==> src/hdl/rtdt_pkg.sv <==
// Types, codes and helpers for the RFID tag dedup table.
`timescale 1ns / 1ps

package rtdt_pkg;

  localparam int TABLE_DEPTH_DEF   = 32;
  localparam int EPC_MAX_BYTES_DEF = 12;
  localparam int SLOT_W            = 5;
  localparam int COUNT_W           = 6;

  localparam logic [1:0] OP_ADD   = 2'd0;
  localparam logic [1:0] OP_CLEAR = 2'd1;
  localparam logic [1:0] OP_READ  = 2'd2;

  localparam logic [2:0] ST_INSERTED = 3'd0;
  localparam logic [2:0] ST_UPDATED  = 3'd1;
  localparam logic [2:0] ST_FULL     = 3'd2;
  localparam logic [2:0] ST_BAD_LEN  = 3'd3;
  localparam logic [2:0] ST_CLEARED  = 3'd4;
  localparam logic [2:0] ST_READ_OK  = 3'd5;
  localparam logic [2:0] ST_READ_OOR = 3'd6;

  typedef struct packed {
    logic [1:0]  opcode;
    logic [63:0] epc_low;
    logic [31:0] epc_high;
    logic [3:0]  epc_length;
    logic [7:0]  signal_strength;
    logic [4:0]  read_index;
  } req_t;

  typedef struct packed {
    logic [2:0]  status;
    logic [5:0]  tag_count;
    logic [4:0]  slot;
    logic [63:0] out_epc_low;
    logic [31:0] out_epc_high;
    logic [3:0]  out_length;
    logic [7:0]  out_peak_rssi;
  } rsp_t;

  // Request as it walks the cell row; key fields carry the entry back on a read.
  typedef struct packed {
    logic [1:0]        op;
    logic [63:0]       lo;
    logic [31:0]       hi;
    logic [3:0]        len;
    logic [7:0]        rssi;
    logic [4:0]        ridx;
    logic              done;
    logic [2:0]        status;
    logic [SLOT_W-1:0] slot;
  } probe_t;

  function automatic logic [63:0] low_mask(input logic [3:0] len);
    logic [63:0] m;
    m = '0;
    for (int b = 0; b < 8; b++) begin
      if (4'(b) < len) m[8*b +: 8] = 8'hFF;
    end
    return m;
  endfunction

  function automatic logic [31:0] high_mask(input logic [3:0] len);
    logic [31:0] m;
    m = '0;
    for (int b = 0; b < 4; b++) begin
      if (4'(b + 8) < len) m[8*b +: 8] = 8'hFF;
    end
    return m;
  endfunction

endpackage

==> src/hdl/rtdt_cell.sv <==
// One table slot: stored entry plus the request register that passes it on.
`timescale 1ns / 1ps

module rtdt_cell #(
  parameter int IDX   = 0,
  parameter int CNT_W = 6
) (
  input  logic                clk,
  input  logic                rst,
  input  logic [CNT_W-1:0]    count,
  input  logic                probe_in_valid,
  input  rtdt_pkg::probe_t    probe_in,
  output logic                probe_out_valid,
  output rtdt_pkg::probe_t    probe_out
);

  logic [63:0] epc_low;
  logic [31:0] epc_high;
  logic [3:0]  length;
  logic [7:0]  peak_rssi;

  rtdt_pkg::probe_t probe_next;
  logic occupied, at_tail, match, ridx_hit, wr_entry, wr_rssi;

  assign occupied = CNT_W'(IDX) < count;
  assign at_tail  = CNT_W'(IDX) == count;
  assign match    = (length == probe_in.len) && (epc_low == probe_in.lo) &&
                    (epc_high == probe_in.hi);
  assign ridx_hit = (IDX < 32) && (32'(probe_in.ridx) == 32'(IDX));

  always_comb begin
    probe_next = probe_in;
    wr_entry   = 1'b0;
    wr_rssi    = 1'b0;
    if (!probe_in.done) begin
      if (probe_in.op == rtdt_pkg::OP_ADD) begin
        if (occupied && match) begin
          probe_next.done   = 1'b1;
          probe_next.status = rtdt_pkg::ST_UPDATED;
          probe_next.slot   = rtdt_pkg::SLOT_W'(IDX);
          if ($signed(probe_in.rssi) > $signed(peak_rssi)) begin
            wr_rssi = 1'b1;
          end else begin
            probe_next.rssi = peak_rssi;
          end
        end else if (at_tail) begin
          // first free slot and no earlier match: append here
          wr_entry          = 1'b1;
          probe_next.done   = 1'b1;
          probe_next.status = rtdt_pkg::ST_INSERTED;
          probe_next.slot   = rtdt_pkg::SLOT_W'(IDX);
        end
      end else if (probe_in.op == rtdt_pkg::OP_READ && occupied && ridx_hit) begin
        probe_next.done   = 1'b1;
        probe_next.status = rtdt_pkg::ST_READ_OK;
        probe_next.slot   = rtdt_pkg::SLOT_W'(IDX);
        probe_next.lo     = epc_low;
        probe_next.hi     = epc_high;
        probe_next.len    = length;
        probe_next.rssi   = peak_rssi;
      end
    end
  end

  always_ff @(posedge clk) begin
    if (probe_in_valid && wr_entry) begin
      epc_low  <= probe_in.lo;
      epc_high <= probe_in.hi;
      length   <= probe_in.len;
    end
    if (probe_in_valid && (wr_entry || wr_rssi)) begin
      peak_rssi <= probe_in.rssi;
    end
    probe_out <= probe_next;
  end

  always_ff @(posedge clk) begin
    if (rst) begin
      probe_out_valid <= 1'b0;
    end else begin
      probe_out_valid <= probe_in_valid;
    end
  end

endmodule

==> config.mk <==
export PLATFORM = sky130hd
export DESIGN_NAME = rtdt_cell
export DESIGN_NICKNAME = d
export VERILOG_FILES = /design/src/hdl/rtdt_pkg.sv /design/src/hdl/rtdt_cell.sv
export SDC_FILE = /design/constraint.sdc
export NUM_CORES = 1
export LEC_CHECK = 0
export ABC_AREA = 0
export BUFFER_PORTS_ARGS = -buffer_cell sky130_fd_sc_hd__buf_2
export CAP_MARGIN = 10
export CORE_MARGIN = 4
export CORE_UTILIZATION = 37
export CTS_BUF_LIST = sky130_fd_sc_hd__clkbuf_8 sky130_fd_sc_hd__clkbuf_16
export DETAILED_ROUTE_END_ITERATION = 10
export SYNTH_ARGS = -nofsm -noshare
export SYNTH_HDL_FRONTEND = slang
export SYNTH_SLANG_ARGS = --single-unit
export TNS_END_PERCENT = 1
==> constraint.sdc <==
create_clock -name clk -period 7.55 [get_ports clk]
set_clock_uncertainty 0.2 [all_clocks]
set_input_delay 1.1325 -clock clk [delete_from_list [all_inputs] [get_ports clk]]
set_output_delay 1.1325 -clock clk [all_outputs]
set_load 0.005 [all_outputs]
Word-level counts from Yosys, hierarchy flattened
Index checks and enable logic that the tools add are counted.
{"block": "classes", "order_cmp": 2, "n_eq_ne": 4, "mux": 19, "n_reduce_logical": 11}
{"op": "$mux W108", "count": 2}
{"op": "$mux W100", "count": 1}
{"op": "$eq A64 B64 Y1", "count": 1}
{"op": "$mux W9", "count": 4}
{"op": "$eq A32 B32 Y1", "count": 1}
{"op": "$mux W8", "count": 4}
{"op": "$gt A8 B8 Y1", "count": 1}
{"op": "$mux W1", "count": 8}
{"op": "$logic_and A1 B1 Y1", "count": 7}
{"op": "$logic_not A6 Y1", "count": 1}
{"op": "$lt A1 B6 Y1 const A", "count": 1}
{"op": "$logic_not A5 Y1", "count": 1}
{"op": "$eq A4 B4 Y1", "count": 1}
{"op": "$eq A2 B2 Y1 const B", "count": 1}
{"op": "$logic_not A2 Y1", "count": 1}
{"op": "$logic_or A1 B1 Y1", "count": 1}
{"block": "word_totals", "reg_bits": 233, "inputBits": 133, "out_inout_bits": 125, "word_cells": 50}

Depth between registers and ports, before layout
Gate-level depths: netlist (run 1).
{"block": "logic_depth", "depth_word": 9, "ltp_mapped": 9}

Least setup slack after synthesis (run 1)
Ideal clock, no wire load.
{"block": "synth_timing", "kind": "input-to-reg", "start": "input port count[3]", "end": "register epc_high[0] (enable)", "setup_time_ns": 0.559, "t_arrival_ns": 5.757, "required_time_ns": 6.791, "path_slack_ns": 1.034, "path_stages": 3, "path_buffers": 0, "path_cell_list": "nor4_1 -> nand2_1 -> nor2_1"}
{"block": "synth_via", "elab_chain_cells": 6, "word_cells_on_any_way": 8, "classes_between": "1 x order compare; 4 x mux; 3 x reduce/logical"}
{"item": "start: declaration", "line": "rtdt_cell.sv:10", "text": "input logic [CNT_W-1:0] count,"}
{"item": "$lt A1 B6 Y1 / $logic_not A6 Y1 (equally long branches)", "line": "rtdt_cell.sv:25, rtdt_cell.sv:26"}
{"item": "$logic_and A1 B1 Y1 / $mux W1 (equally long branches)", "line": "rtdt_cell.sv:37, rtdt_cell.sv:46"}
{"item": "$mux W1 *", "line": "rtdt_cell.sv:37", "text": "if (occupied && match) begin"}
{"item": "$mux W1 *", "line": "rtdt_cell.sv:36", "text": "if (probe_in.op == rtdt_pkg::OP_ADD) begin"}
{"item": "$mux W1 *", "line": "rtdt_cell.sv:35", "text": "if (!probe_in.done) begin"}
{"item": "$logic_and A1 B1 Y1 *", "line": "rtdt_cell.sv:66", "text": "if (probe_in_valid && wr_entry) begin"}
{"item": "end signal: assignment", "line": "rtdt_cell.sv:68", "text": "epc_high <= probe_in.hi;"}
{"item": "end: declaration", "line": "rtdt_cell.sv:18", "text": "logic [31:0] epc_high;"}
Mark *: on every way between the ends. The rest lies on a longest branch, timed or not.
A chain may end at the register's enable or synchronous reset.

Worst setup path in the final report (run 1)
{"block": "layout_timing", "start": "input port probe_in[33] in the netlist's numbering", "end": "register peak_rssi[1] (enable)"}
{"block": "layout_via", "elab_chain_cells": 8, "word_cells_on_any_way": 11, "classes_between": "1 x eq/ne; 6 x mux; 4 x reduce/logical"}
{"item": "start: declaration", "line": "rtdt_cell.sv:12", "text": "input rtdt_pkg::probe_t probe_in,"}
{"item": "$eq A32 B32 Y1 *", "line": "rtdt_cell.sv:28", "text": "(epc_high == probe_in.hi);"}
{"item": "$logic_and A1 B1 Y1 *", "line": "rtdt_cell.sv:27", "text": "assign match = (length == probe_in.len) && (epc_low == probe_in.lo) &&"}
{"item": "$logic_and A1 B1 Y1 *", "line": "rtdt_cell.sv:37"}
{"item": "$mux W1", "line": "rtdt_cell.sv:37"}
{"item": "$mux W1", "line": "rtdt_cell.sv:36"}
{"item": "$mux W1", "line": "rtdt_cell.sv:35"}
{"item": "$logic_or A1 B1 Y1 *", "line": "rtdt_cell.sv:71", "text": "if (probe_in_valid && (wr_entry || wr_rssi)) begin"}
{"item": "$logic_and A1 B1 Y1 *", "line": "rtdt_cell.sv:71"}
{"item": "end signal: assignment", "line": "rtdt_cell.sv:72", "text": "peak_rssi <= probe_in.rssi;"}
{"item": "end: declaration", "line": "rtdt_cell.sv:20", "text": "logic [7:0] peak_rssi;"}
Marks and branches as above.

==> results of run 1 <==
==> state kept, by name, indices dropped and copies added, names as in the netlist <==
register,flops
peak_rssi,8
probe_out_valid,1
probe_out,124
epc_low,64
epc_high,32
length,4
==> cell usage in the layout (no fill, tap or decap), drive strengths merged, types with 22 or more instances in the layout <==
cell type	instances
buf	260
mux2	107
edfxtp	108
inv	28
clkbuf	29
nand4	22
dfxtp	125
xnor2	28
xor2	72
nor4	35
==> metrics by stage <==
step                utilization  power, mW  std cells
finish                    0.489       2.68       1197
global route              0.489       2.79       1196
CTS                       0.489       2.72       1195
detailed placement        0.455       1.57       1148
global placement          0.455       1.57       1148
floorplan                     -       1.46        587
==> per-layer routing <==
metal / vias to the layer above / routed length [um] / part of all wire
li1: 2731 / - / -
met1: 2640 / 9390 / 0.44
met2: 215 / 9280 / 0.43
met3: 39 / 2100 / 0.098
met4: 4 / 552 / 0.026
met5: - / 21 / 0.00098
==> logic make-up (layout without fill, tap and decap cells) <==
kind of cell             count (synthesis)  count (layout)
other                                    0               2
flip-flops                             233             233
buffers and inverters                   24             319
AND/OR/NAND/NOR                         99              99
XOR/XNOR                               100             100
adder cells (fa/ha/maj)                  8               8
AO/OA/AOI/OAI                           16              16
multiplexers                           107             107
==> how the worst max path moves through the flow <==
| stage | from | end | slack [ns] | cells past startpoint |
|---|---|---|---|---|
| finish | probe_in[33] | peak_rssi[1] | 3.61 | 8 |
| global route | probe_in[63] | peak_rssi[1] | 3.29 | 8 |
| CTS | probe_in[63] | peak_rssi[1] | 3.43 | 8 |
| detailed placement | probe_in[63] | peak_rssi[1] | 2.89 | 8 |
| global placement | probe_in[63] | peak_rssi[1] | 2.91 | 8 |
| floorplan | count[3] | epc_high[0] | 1.03 | 3 |
==> power groups by stage <==
stage | sequential [mW] | clock [mW] | combinational, mW
after global placement | 1.39 | 0 | 0.178
after CTS | 1.37 | 1.18 | 0.180
after detailed placement | 1.39 | 0 | 0.179
after floorplan | 1.40 | 0 | 0.0644
after global routing | 1.37 | 1.23 | 0.197
final | 1.37 | 1.14 | 0.177
==> worst max-delay path: stages <==
cell and delay [ns]:
buf_2 0.12, xor2_1 0.17, or4_1 0.59, nor4_1 0.43, nand2_1 0.21, nor4_1 0.47, nand2_1 0.10, a21oi_1 0.65
==> cell type report <==
class                           count  share of cell area
Sequential cell                   233               0.512
Multi-Input combinational cell    330               0.260
Timing Repair Buffer              260               0.118
Clock buffer                       29              0.0627
Tap cell                          313              0.0349
Clock inverter                     18             0.00725
Inverter                           12             0.00402
Antenna cell                        2            0.000446
==> results.md, run 1 <==
* Number of design-rule violations left by the first detailed-router iteration at 251
* Top cells by area, synth: edfxtp_1, dfxtp_1, mux2_2
* Classification of the worst setup path: in -> reg
* Power spent charging and discharging nets at 577 uW
* Distinct cell type count after synthesis at 34
* Routed WL per cell at about 18 um
* Final wirelength at 21.3 mm
* Internal power contribution at 2.11 mW
* Clock network fraction of total power at 0.425
* Largest net degree at the start of global routing at 74
* Avg Synthesized Cell Area at 14.9 sq um
* Required time worst endpoint at 7.49 ns
* DP Area at 0.0104 sq mm
* Simple-gate share of the synthesized area at 0.0681
* Transition at the pin with the smallest max-transition slack at about 0.97 ns
* Hold violation total from the final report at 0
* Top cells by instance count after synthesis: dfxtp_1, edfxtp_1, mux2_2
* Setup Viol. Count Final at 0
* Post-layout worst setup margin at 3.61 ns
* Dominant combinational cell family by area after synthesis: multiplexers
* Number of design rule violations left after detail routing at 0
* Pre-CTS WS at between 2 and 3 ns
* Number of vias after detailed routing at 5,629
* Storage cell area at 0.00575 sq mm
* DIE WIDTH at 162 um
* Post-CTS Setup Inserts at 0
* Placement Rows at 55
* GR Overflow Total at 0
* Met3 capacity usage during global routing at 0.0609
* Antenna violations before repair at 3
* Total CTS buffers at 26
* Critical hold path startpoint: peak_rssi[1]
* Leading area contributor after synthesis: edfxtp_1
* Multi-input gate area in the final layout at between 0.002 and 0.003 sq mm
* Wire length of the first global-routing pass at 32.1 mm
* Clk buf depth at 3
* Worst-skew pair later-pin latency at 0.53 ns
* Fraction of final layout cells sized beyond drive strength 1 at 0.458
* Most used routing layer: met2
* Initial Util at 0.381
* Final Hold Slack at approximately 0.31 ns
* Area share of the leading cell type in the synthesized netlist at 0.371
* Fin crit share at 0.521
* Final critical-path required period at ~3.9 ns
* VDD IR max at 0.174 mV
* Die height at 162 um
* Power share of the sequential group at 0.509
* Global placement routability congestion at 0.802
* Share of flip-flops with an asynchronous set or reset after synthesis at 0
* Cell at the root of the clock tree: clkbuf_16
* Vias in the first global route at 5,731
* Synthesized net count at 728
* Sw frac at 0.215
* Tightest slew margin relative to the limit at 0.351
* Part of the Yosys area used for sequential elements at 0.657
* Setup repair after global routing missed its margin: false
* Number of enable flip-flop cells after synthesis at 108
* Depth of the worst hold-timing path at 1
* Path category of the worst min-delay check: reg -> reg
* Number of vias per cell after detailed routing at about 4.7
* Core Area at 0.0229 sq mm
* Count of input and output buffers at around 260
* Number of levels in the clock H-tree at 1
* Crit path max fanout at 8
* Fillcell total at between 2k and 2.5k
* Area added between synthesis and finish at 28.2%
* Minimum setup slack among reg-to-reg paths at ~4 ns
* Source of the worst register-to-register timing path: epc_high[7]
* Clock tree from TritonCTS: done
* Adder and majority gate portion of the synthesized area at 0.0114
* Endpoint, Worst Hold: probe_out[15]
* Launching element type of the critical path: input port
* Fraction of the mapped netlist area in compound gates at 0.0145
* Count of yosys warnings during synthesis at 0
* Area of all placed cells without fillers at 0.0112 sq mm
* Global-route usage over all layers at 0.155
* Cell area after synthesis at 0.00874 sq mm
* Sinks on Clock Net at 233
* Depth of the worst register-to-register path at 7
* Number of nets with antenna violations after detailed routing at 0
* Total negative setup slack at 0 ns
* Run status: finished clean
* Layout Nets at 1,004
* LEAKAGE at 4.48 nW
* Capturing point of the worst reg2reg path: peak_rssi[1]
* Slew Limit Fails at 0
* Floorplan die area at 0.0262 sq mm
* Routing usage on met1 at 0.205
* Multiplexer share of the synthesized area at 0.138
* Number of storage elements in the synthesis netlist at 233
* Max frequency at 254 MHz
* Total of max-cap violations at 0
* Post-CTS clock slew at the launch and capture registers of the worst setup and hold paths at approximately 0.05 ns
* Number of hold buffers added after cts at 0
* Top-count cell post-synth: dfxtp_1
* Pwr Density at ~240 mW/mm^2
* I/O Pins at around 260
* Routing usage on met2 at 0.242
* Count of TritonRoute iterations in the first routing pass at 4
* Number of instances in the synthesized netlist at 587
* Share of the synthesized netlist area taken by xor and xnor gates at 0.100
* Estimated wirelength of the detail-placed design at 15.6 mm
* Kind of capture point of the worst setup path: flip-flop
* Post-synth top flop: dfxtp_1
* Comb pwr share at 0.066
* CTS-repair resized insts at 0
* Worst EP arrival at 3.88 ns
Power figures use the tool's default switching activity.
==> inputs of run 2 (changes only) <==
==> constraint.sdc (replaced) <==
create_clock -name clk -period 3.55 [get_ports clk]
set_clock_uncertainty 0.2 [all_clocks]
set_input_delay 0.5325 -clock clk [delete_from_list [all_inputs] [get_ports clk]]
set_output_delay 0.5325 -clock clk [all_outputs]
set_load 0.005 [all_outputs]
==> run 2 against run 1 <==
Core utilization rose by 0.40 points. Via count rose by 1.8%. Hold slack got worse by 0.29 ns. Flip-flop and latch count did not move. Cell area rose by 0.81%. Setup slack got worse by 3.2 ns. First-iteration DRC count fell by 26%. Total power rose by 110%. Count of clock-buffer cells in the layout fell by 2. Critical path type is now reg -> reg. Largest cell class unchanged.
==> results.md, run 2 (synthesis results as in run 1) <==
* Number of vias after detailed routing at 5,731
* Classification of the worst setup path: reg -> reg
* Global placement routability congestion at 0.780
* Transition at the pin with the smallest max-transition slack at between 0.5 and 0.6 ns
* Clock network fraction of total power at 0.412
* Antenna violations before repair at 4
* Area added between synthesis and finish at 29.3%
* Comb pwr share at 0.069
* Leading cell type in the layout, fill and taps excluded: buf_2
* Max reg flops at around 120
* CTS-repair resized insts at 0
* Setup Viol. Count Final at 0
* Top register by number of flip-flops: probe_out
* Slew Limit Fails at 0
* Kind of capture point of the worst setup path: flip-flop
* Pwr Density at 495 mW/mm^2
* Total of max-cap violations at 0
* Final wirelength at 21.6 mm
* Total negative setup slack at 0 ns
* Core Area at 0.0229 sq mm
* Total CTS buffers at 25
* GR Overflow Total at 0
* Number of nets with antenna violations after detailed routing at 0
* Capturing point of the worst reg2reg path: peak_rssi[1]
* Registers with the most flip-flops: probe_out (124), epc_low (64), epc_high (32)
* Path category of the worst min-delay check: in -> reg
* Number of vias per cell after detailed routing at 4.74
* Minimum setup slack among reg-to-reg paths at 0.41 ns
* VDD IR max at 0.285 mV
* Run status: finished clean
* Number of hold buffers added after cts at 8
* Routed WL per cell at 17.9 um
* Worst EP arrival at 3.15 ns
* Clock tree from TritonCTS: done
* Post-layout worst setup margin at 0.414 ns
* Count of input and output buffers at around 260
* Post-CTS Setup Inserts at 0
* Max frequency at ~320 MHz
* Number of design rule violations left after detail routing at 0
* Critical hold path startpoint: probe_in[122]
* Placement Rows at 55
* Number of levels in the clock H-tree at 1
* Commonest non-fill, non-tap cells in the layout: buf_2, dfxtp_1, edfxtp_1
* Multi-input gate area in the final layout at 0.00292 sq mm
* Setup repair after global routing missed its margin: false
* Vias in the first global route at 5,820
* Tightest slew margin relative to the limit at 0.653
* Worst-skew pair later-pin latency at 0.51 ns
* Launching element type of the critical path: flip-flop
* Largest net degree at the start of global routing at 74
* Area of all placed cells without fillers at 0.0113 sq mm
* Floorplan die area at around 0.026 sq mm
* Sw frac at 0.216
* Internal power contribution at 4.39 mW
* Endpoint, Worst Hold: probe_out[122]
* Power share of the sequential group at 0.519
* Die height at 162 um
* Estimated wirelength of the detail-placed design at 15.8 mm
* Wire length of the first global-routing pass at 32.7 mm
* Storage cell area at 0.00575 sq mm
* Pre-CTS WS at 0.0437 ns
* Crit path max fanout at 8
* Layout Nets at between 1k and 1.5k
* Source of the worst register-to-register timing path: epc_high[7]
* Number of design-rule violations left by the first detailed-router iteration at 186
* LEAKAGE at about 4.5 nW
* Cell at the root of the clock tree: clkbuf_16
* Required time worst endpoint at 3.56 ns
* Fillcell total at 2,041
* Power spent charging and discharging nets at 1.21 mW
* Depth of the worst hold-timing path at 1
* Clk buf depth at 3
* DIE WIDTH at 162 um
* Post-CTS clock slew at the launch and capture registers of the worst setup and hold paths at 0.06 ns
* Fin crit share at 0.883
* Count of TritonRoute iterations in the first routing pass at 4
* DP Area at 0.0105 sq mm
* Initial Util at 0.381
* Hold violation total from the final report at 0
* Fraction of final layout cells sized beyond drive strength 1 at 0.459
* Final critical-path required period at 3.14 ns
* Global-route usage over all layers at 0.158
* I/O Pins at 258
* Sinks on Clock Net at 233
* Depth of the worst register-to-register path at 9
-- run 2: critical path, cell delays in order, from the launching register on --
cell,delay (ns)
edfxtp_1,0.41
xor2_1,0.18
or4_1,0.59
nor4_1,0.40
nand2_1,0.19
nor4_1,0.31
buf_4,0.17
nand2_1,0.05
a21oi_1,0.15
buf_4,0.19
-- run 2: worst max path at each step --
stage	start	endpoint	slack [ns]	depth (start not counted)
floorplan	count[3]	epc_high[0]	0.42	3
global placement	probe_in[33]	peak_rssi[2]	0.03	10
detailed placement	probe_in[33]	peak_rssi[2]	0.04	10
CTS	epc_high[7]	peak_rssi[4]	0.30	9
global route	epc_high[7]	peak_rssi[4]	0.19	9
finish	epc_high[7]	peak_rssi[1]	0.41	9
-- run 2: power by group through the flow --
stage	clock network, mW	logic, mW	registers [mW]
floorplan	0	0.137	2.97
detailed placement	0	0.380	2.96
finish	2.31	0.385	2.91
global route	2.50	0.425	2.91
global placement	0	0.377	2.97
CTS	2.38	0.389	2.91
-- run 2: layout make-up --
| class | count | share of cell area |
|---|---|---|
| Sequential cell | 233 | 0.508 |
| Multi-Input combinational cell | 330 | 0.258 |
| Timing Repair Buffer | 275 | 0.131 |
| Clock buffer | 27 | 0.0578 |
| Tap cell | 313 | 0.0347 |
| Clock inverter | 17 | 0.00598 |
| Inverter | 12 | 0.00399 |
| Antenna cell | 1 | 0.000221 |
-- run 2: per-stage QoR --
stage                      util  hold slack [ns]  total power [mW]  std cells
final                     0.493           0.0247              5.60       1208
after detailed placement  0.458            0.296              3.34       1155
after floorplan               -            0.275              3.11        587
after global routing      0.493          0.00159              5.83       1208
after CTS                 0.493          0.00606              5.68       1207
after global placement    0.458            0.287              3.34       1155
-- run 2: per-layer routing --
metal	global-route usage	wire length (um)	vias up
li1	-	-	2750
met1	0.209	9540	2731
met2	0.251	9620	207
met3	0.0546	1930	37
met4	0.0392	512	6
met5	0	25	-
==> inputs of run 3 (changes only) <==
--- a/config.mk
+++ b/config.mk
@@ -9,7 +9,7 @@
 export BUFFER_PORTS_ARGS = -buffer_cell sky130_fd_sc_hd__buf_2
 export CAP_MARGIN = 10
 export CORE_MARGIN = 4
-export CORE_UTILIZATION = 37
+export CORE_UTILIZATION = 30
 export CTS_BUF_LIST = sky130_fd_sc_hd__clkbuf_8 sky130_fd_sc_hd__clkbuf_16
 export DETAILED_ROUTE_END_ITERATION = 10
 export SYNTH_ARGS = -nofsm -noshare
==> run 3 against run 2 <==
Critical path depth down 1. Count of clock-buffer cells in the layout up 3. Cell area up 5.9%. Flip-flop and latch count unchanged. Global-route usage down 2.2 points. Non-clock buffer count up 37. Setup slack worse by 0.33 ns. Largest cell class unchanged. Highest routed layer unchanged.
==> results.md, run 3 (synthesis results as in run 1) <==
* Count of input and output buffers at about 260
* Post-layout worst setup margin at 0.0858 ns
* Tightest slew margin relative to the limit at 0.550
* Post-CTS clock slew at the launch and capture registers of the worst setup and hold paths at about 0.060 ns
* Sinks on Clock Net at roughly 230
* Required time worst endpoint at 3.58 ns
* Minimum setup slack among reg-to-reg paths at between 0.08 and 0.09 ns
* Crit path max fanout at 8
* Launching element type of the critical path: flip-flop
* Cell at the root of the clock tree: clkbuf_16
* Leading cell type in the layout, fill and taps excluded: buf_2
* Count of TritonRoute iterations in the first routing pass at 4
* Clock tree from TritonCTS: done
* Hold violation total from the final report at 0
* Max reg flops at between 100 and 150
* Number of levels in the clock H-tree at 1
* Classification of the worst setup path: reg -> reg
* Detail Route met2 WL at 10.6 mm
* GR Overflow Total at 0
* Wire length of the first global-routing pass at 33.9 mm
* I/O Pins at 258
* Number of nets with antenna violations after detailed routing at 0
* Vias in the first global route at 6,123
* Global placement routability congestion at 0.745
* Sw frac at 0.213
* Run status: finished clean
* Routed length on met1 at ~10 mm
* Area added between synthesis and finish at 36.9%
* Source of the worst register-to-register timing path: epc_high[17]
* Die height at 179 um
* Number of design-rule violations left by the first detailed-router iteration at 265
* Area of all placed cells without fillers at 0.0120 sq mm
* Path category of the worst min-delay check: in -> reg
* Depth of the worst hold-timing path at 1
* LEAKAGE at 4.73 nW
* Layout Nets at 1,056
* Worst-skew pair later-pin latency at 0.52 ns
* Final critical-path required period at 3.46 ns
* Power share of the sequential group at 0.473
* Number of buffer and inverter instances along the worst setup path at 1
* Highest cell delay on the worst timing path at 0.65 ns
* DP Area at 0.0106 sq mm
* Total of max-cap violations at 0
* List of cells traversed by the critical path: xor2_1, or4_1, nor4_1, nand2_1, nor4_1, nand2_1, a21oi_1, buf_4
* Setup repair after global routing missed its margin: false
* Max frequency at 289 MHz
* Post-CTS Setup Inserts at 0
* Clk buf depth at 3
* Fin crit share at 0.976
* DR WL met3 at 1.94 mm
* Initial Util at 0.305
* Placement Rows at 62
* Transition at the pin with the smallest max-transition slack at 0.669 ns
* Final wirelength at between 20 and 25 mm
* Endpoint, Worst Hold: peak_rssi[7]
* Number of vias after detailed routing at 5,820
* Total CTS buffers at 26
* Slew Limit Fails at 0
* Clock network fraction of total power at 0.459
* Setup Viol. Count Final at 0
* Number of vias per cell after detailed routing at 4.41
* Internal power contribution at 4.84 mW
* Capturing point of the worst reg2reg path: peak_rssi[5]
* Depth of the worst register-to-register path at 8
* Registers with the most flip-flops: probe_out (124), epc_low (64), epc_high (32)
* Worst EP arrival at ~3.5 ns
* Core Area at 0.0287 sq mm
* Critical hold path startpoint: probe_in[21]
* DIE WIDTH at about 180 um
* Uppermost routed layer: met5
* Fraction of final layout cells sized beyond drive strength 1 at 0.456
* Number of design rule violations left after detail routing at 0
* Routed WL per cell at 17.5 um
* Critical Path Stages at 8
* Commonest non-fill, non-tap cells in the layout: buf_2, dfxtp_1, edfxtp_1
* Comb pwr share at 0.068
* Estimated wirelength of the detail-placed design at 16.9 mm
* Largest net degree at the start of global routing at 63
* VDD IR max at 0.327 mV
* Top register by number of flip-flops: probe_out
* Global-route usage over all layers at 0.136
* Pwr Density at 514 mW/mm^2
* Highest-delay cell along the critical path: nor4_1
* N_diodes at 0
* Final Hold Slack at 0.0253 ns
* Kind of capture point of the worst setup path: flip-flop
* Pre-CTS WS at -0.163 ns
* Floorplan die area at 0.0319 sq mm
* Antenna violations before repair at 2
* Power spent charging and discharging nets at 1.31 mW
* Top delay family on crit path: simple AND/OR/NAND/NOR gates
[run 3: cell types whose count changed in the layout (fill, tap and decap cells not counted), moves of 3 or more]
cell	before	now
dlygate4sd3_1	8	43
bufinv_16	0	4
clkinv_1	5	2
inv_1	21	15
[run 3: cell type report]
class | instances | area [sq um]
flip-flops and latches | 233 | 5750
clock buffers | 30 | 717
multi-input cells | 330 | 2920
well taps | 384 | 480
clock inverters | 18 | 196
fillers | 2686 | 16700
repair buffers | 312 | 1860
inverters | 12 | 45.0
[run 3: how the worst max path moves through the flow]
stage | start | endpoint | slack, ns
final | epc_high[17] | peak_rssi[5] | 0.09
after global routing | epc_high[7] | peak_rssi[4] | 0.03
after CTS | epc_high[7] | peak_rssi[4] | 0.09
after detailed placement | probe_in[43] | peak_rssi[5] | -0.16
after global placement | probe_in[43] | peak_rssi[4] | -0.18
after floorplan | count[3] | epc_high[0] | 0.42
[run 3: timing repair]
| action | in CTS | in global routing |
|---|---|---|
| setup endpoints to repair | 0 | 1 |
| endpoints found under the hold margin | 34 | 9 |
| resized for setup | 0 | 1 |
| hold buffers | 34 | 9 |
[run 3: stage by stage]
| stage | instances | util | total power, mW | TNS [ns] |
|---|---|---|---|---|
| after floorplan | 587 | - | 3.11 | 0 |
| after global placement | 1228 | 0.370 | 3.35 | -1.43 |
| after detailed placement | 1228 | 0.370 | 3.35 | -1.37 |
| after CTS | 1310 | 0.414 | 6.24 | 0 |
| after global routing | 1319 | 0.417 | 6.41 | 0 |
| final | 1319 | 0.417 | 6.15 | 0 |
[run 3: power groups by stage]
| stage | sequential (mW) | combinational [mW] | clock [mW] |
|---|---|---|---|
| CTS | 2.91 | 0.419 | 2.91 |
| finish | 2.91 | 0.419 | 2.82 |
| detailed placement | 2.97 | 0.385 | 0 |
| global placement | 2.97 | 0.382 | 0 |
| global route | 2.91 | 0.464 | 3.03 |
| floorplan | 2.97 | 0.137 | 0 |
[run 3: layer usage]
layer,track usage,vias up
li1,-,2827
met1,0.180,2752
met2,0.224,205
met3,0.0388,32
met4,0.0256,4
met5,0,-
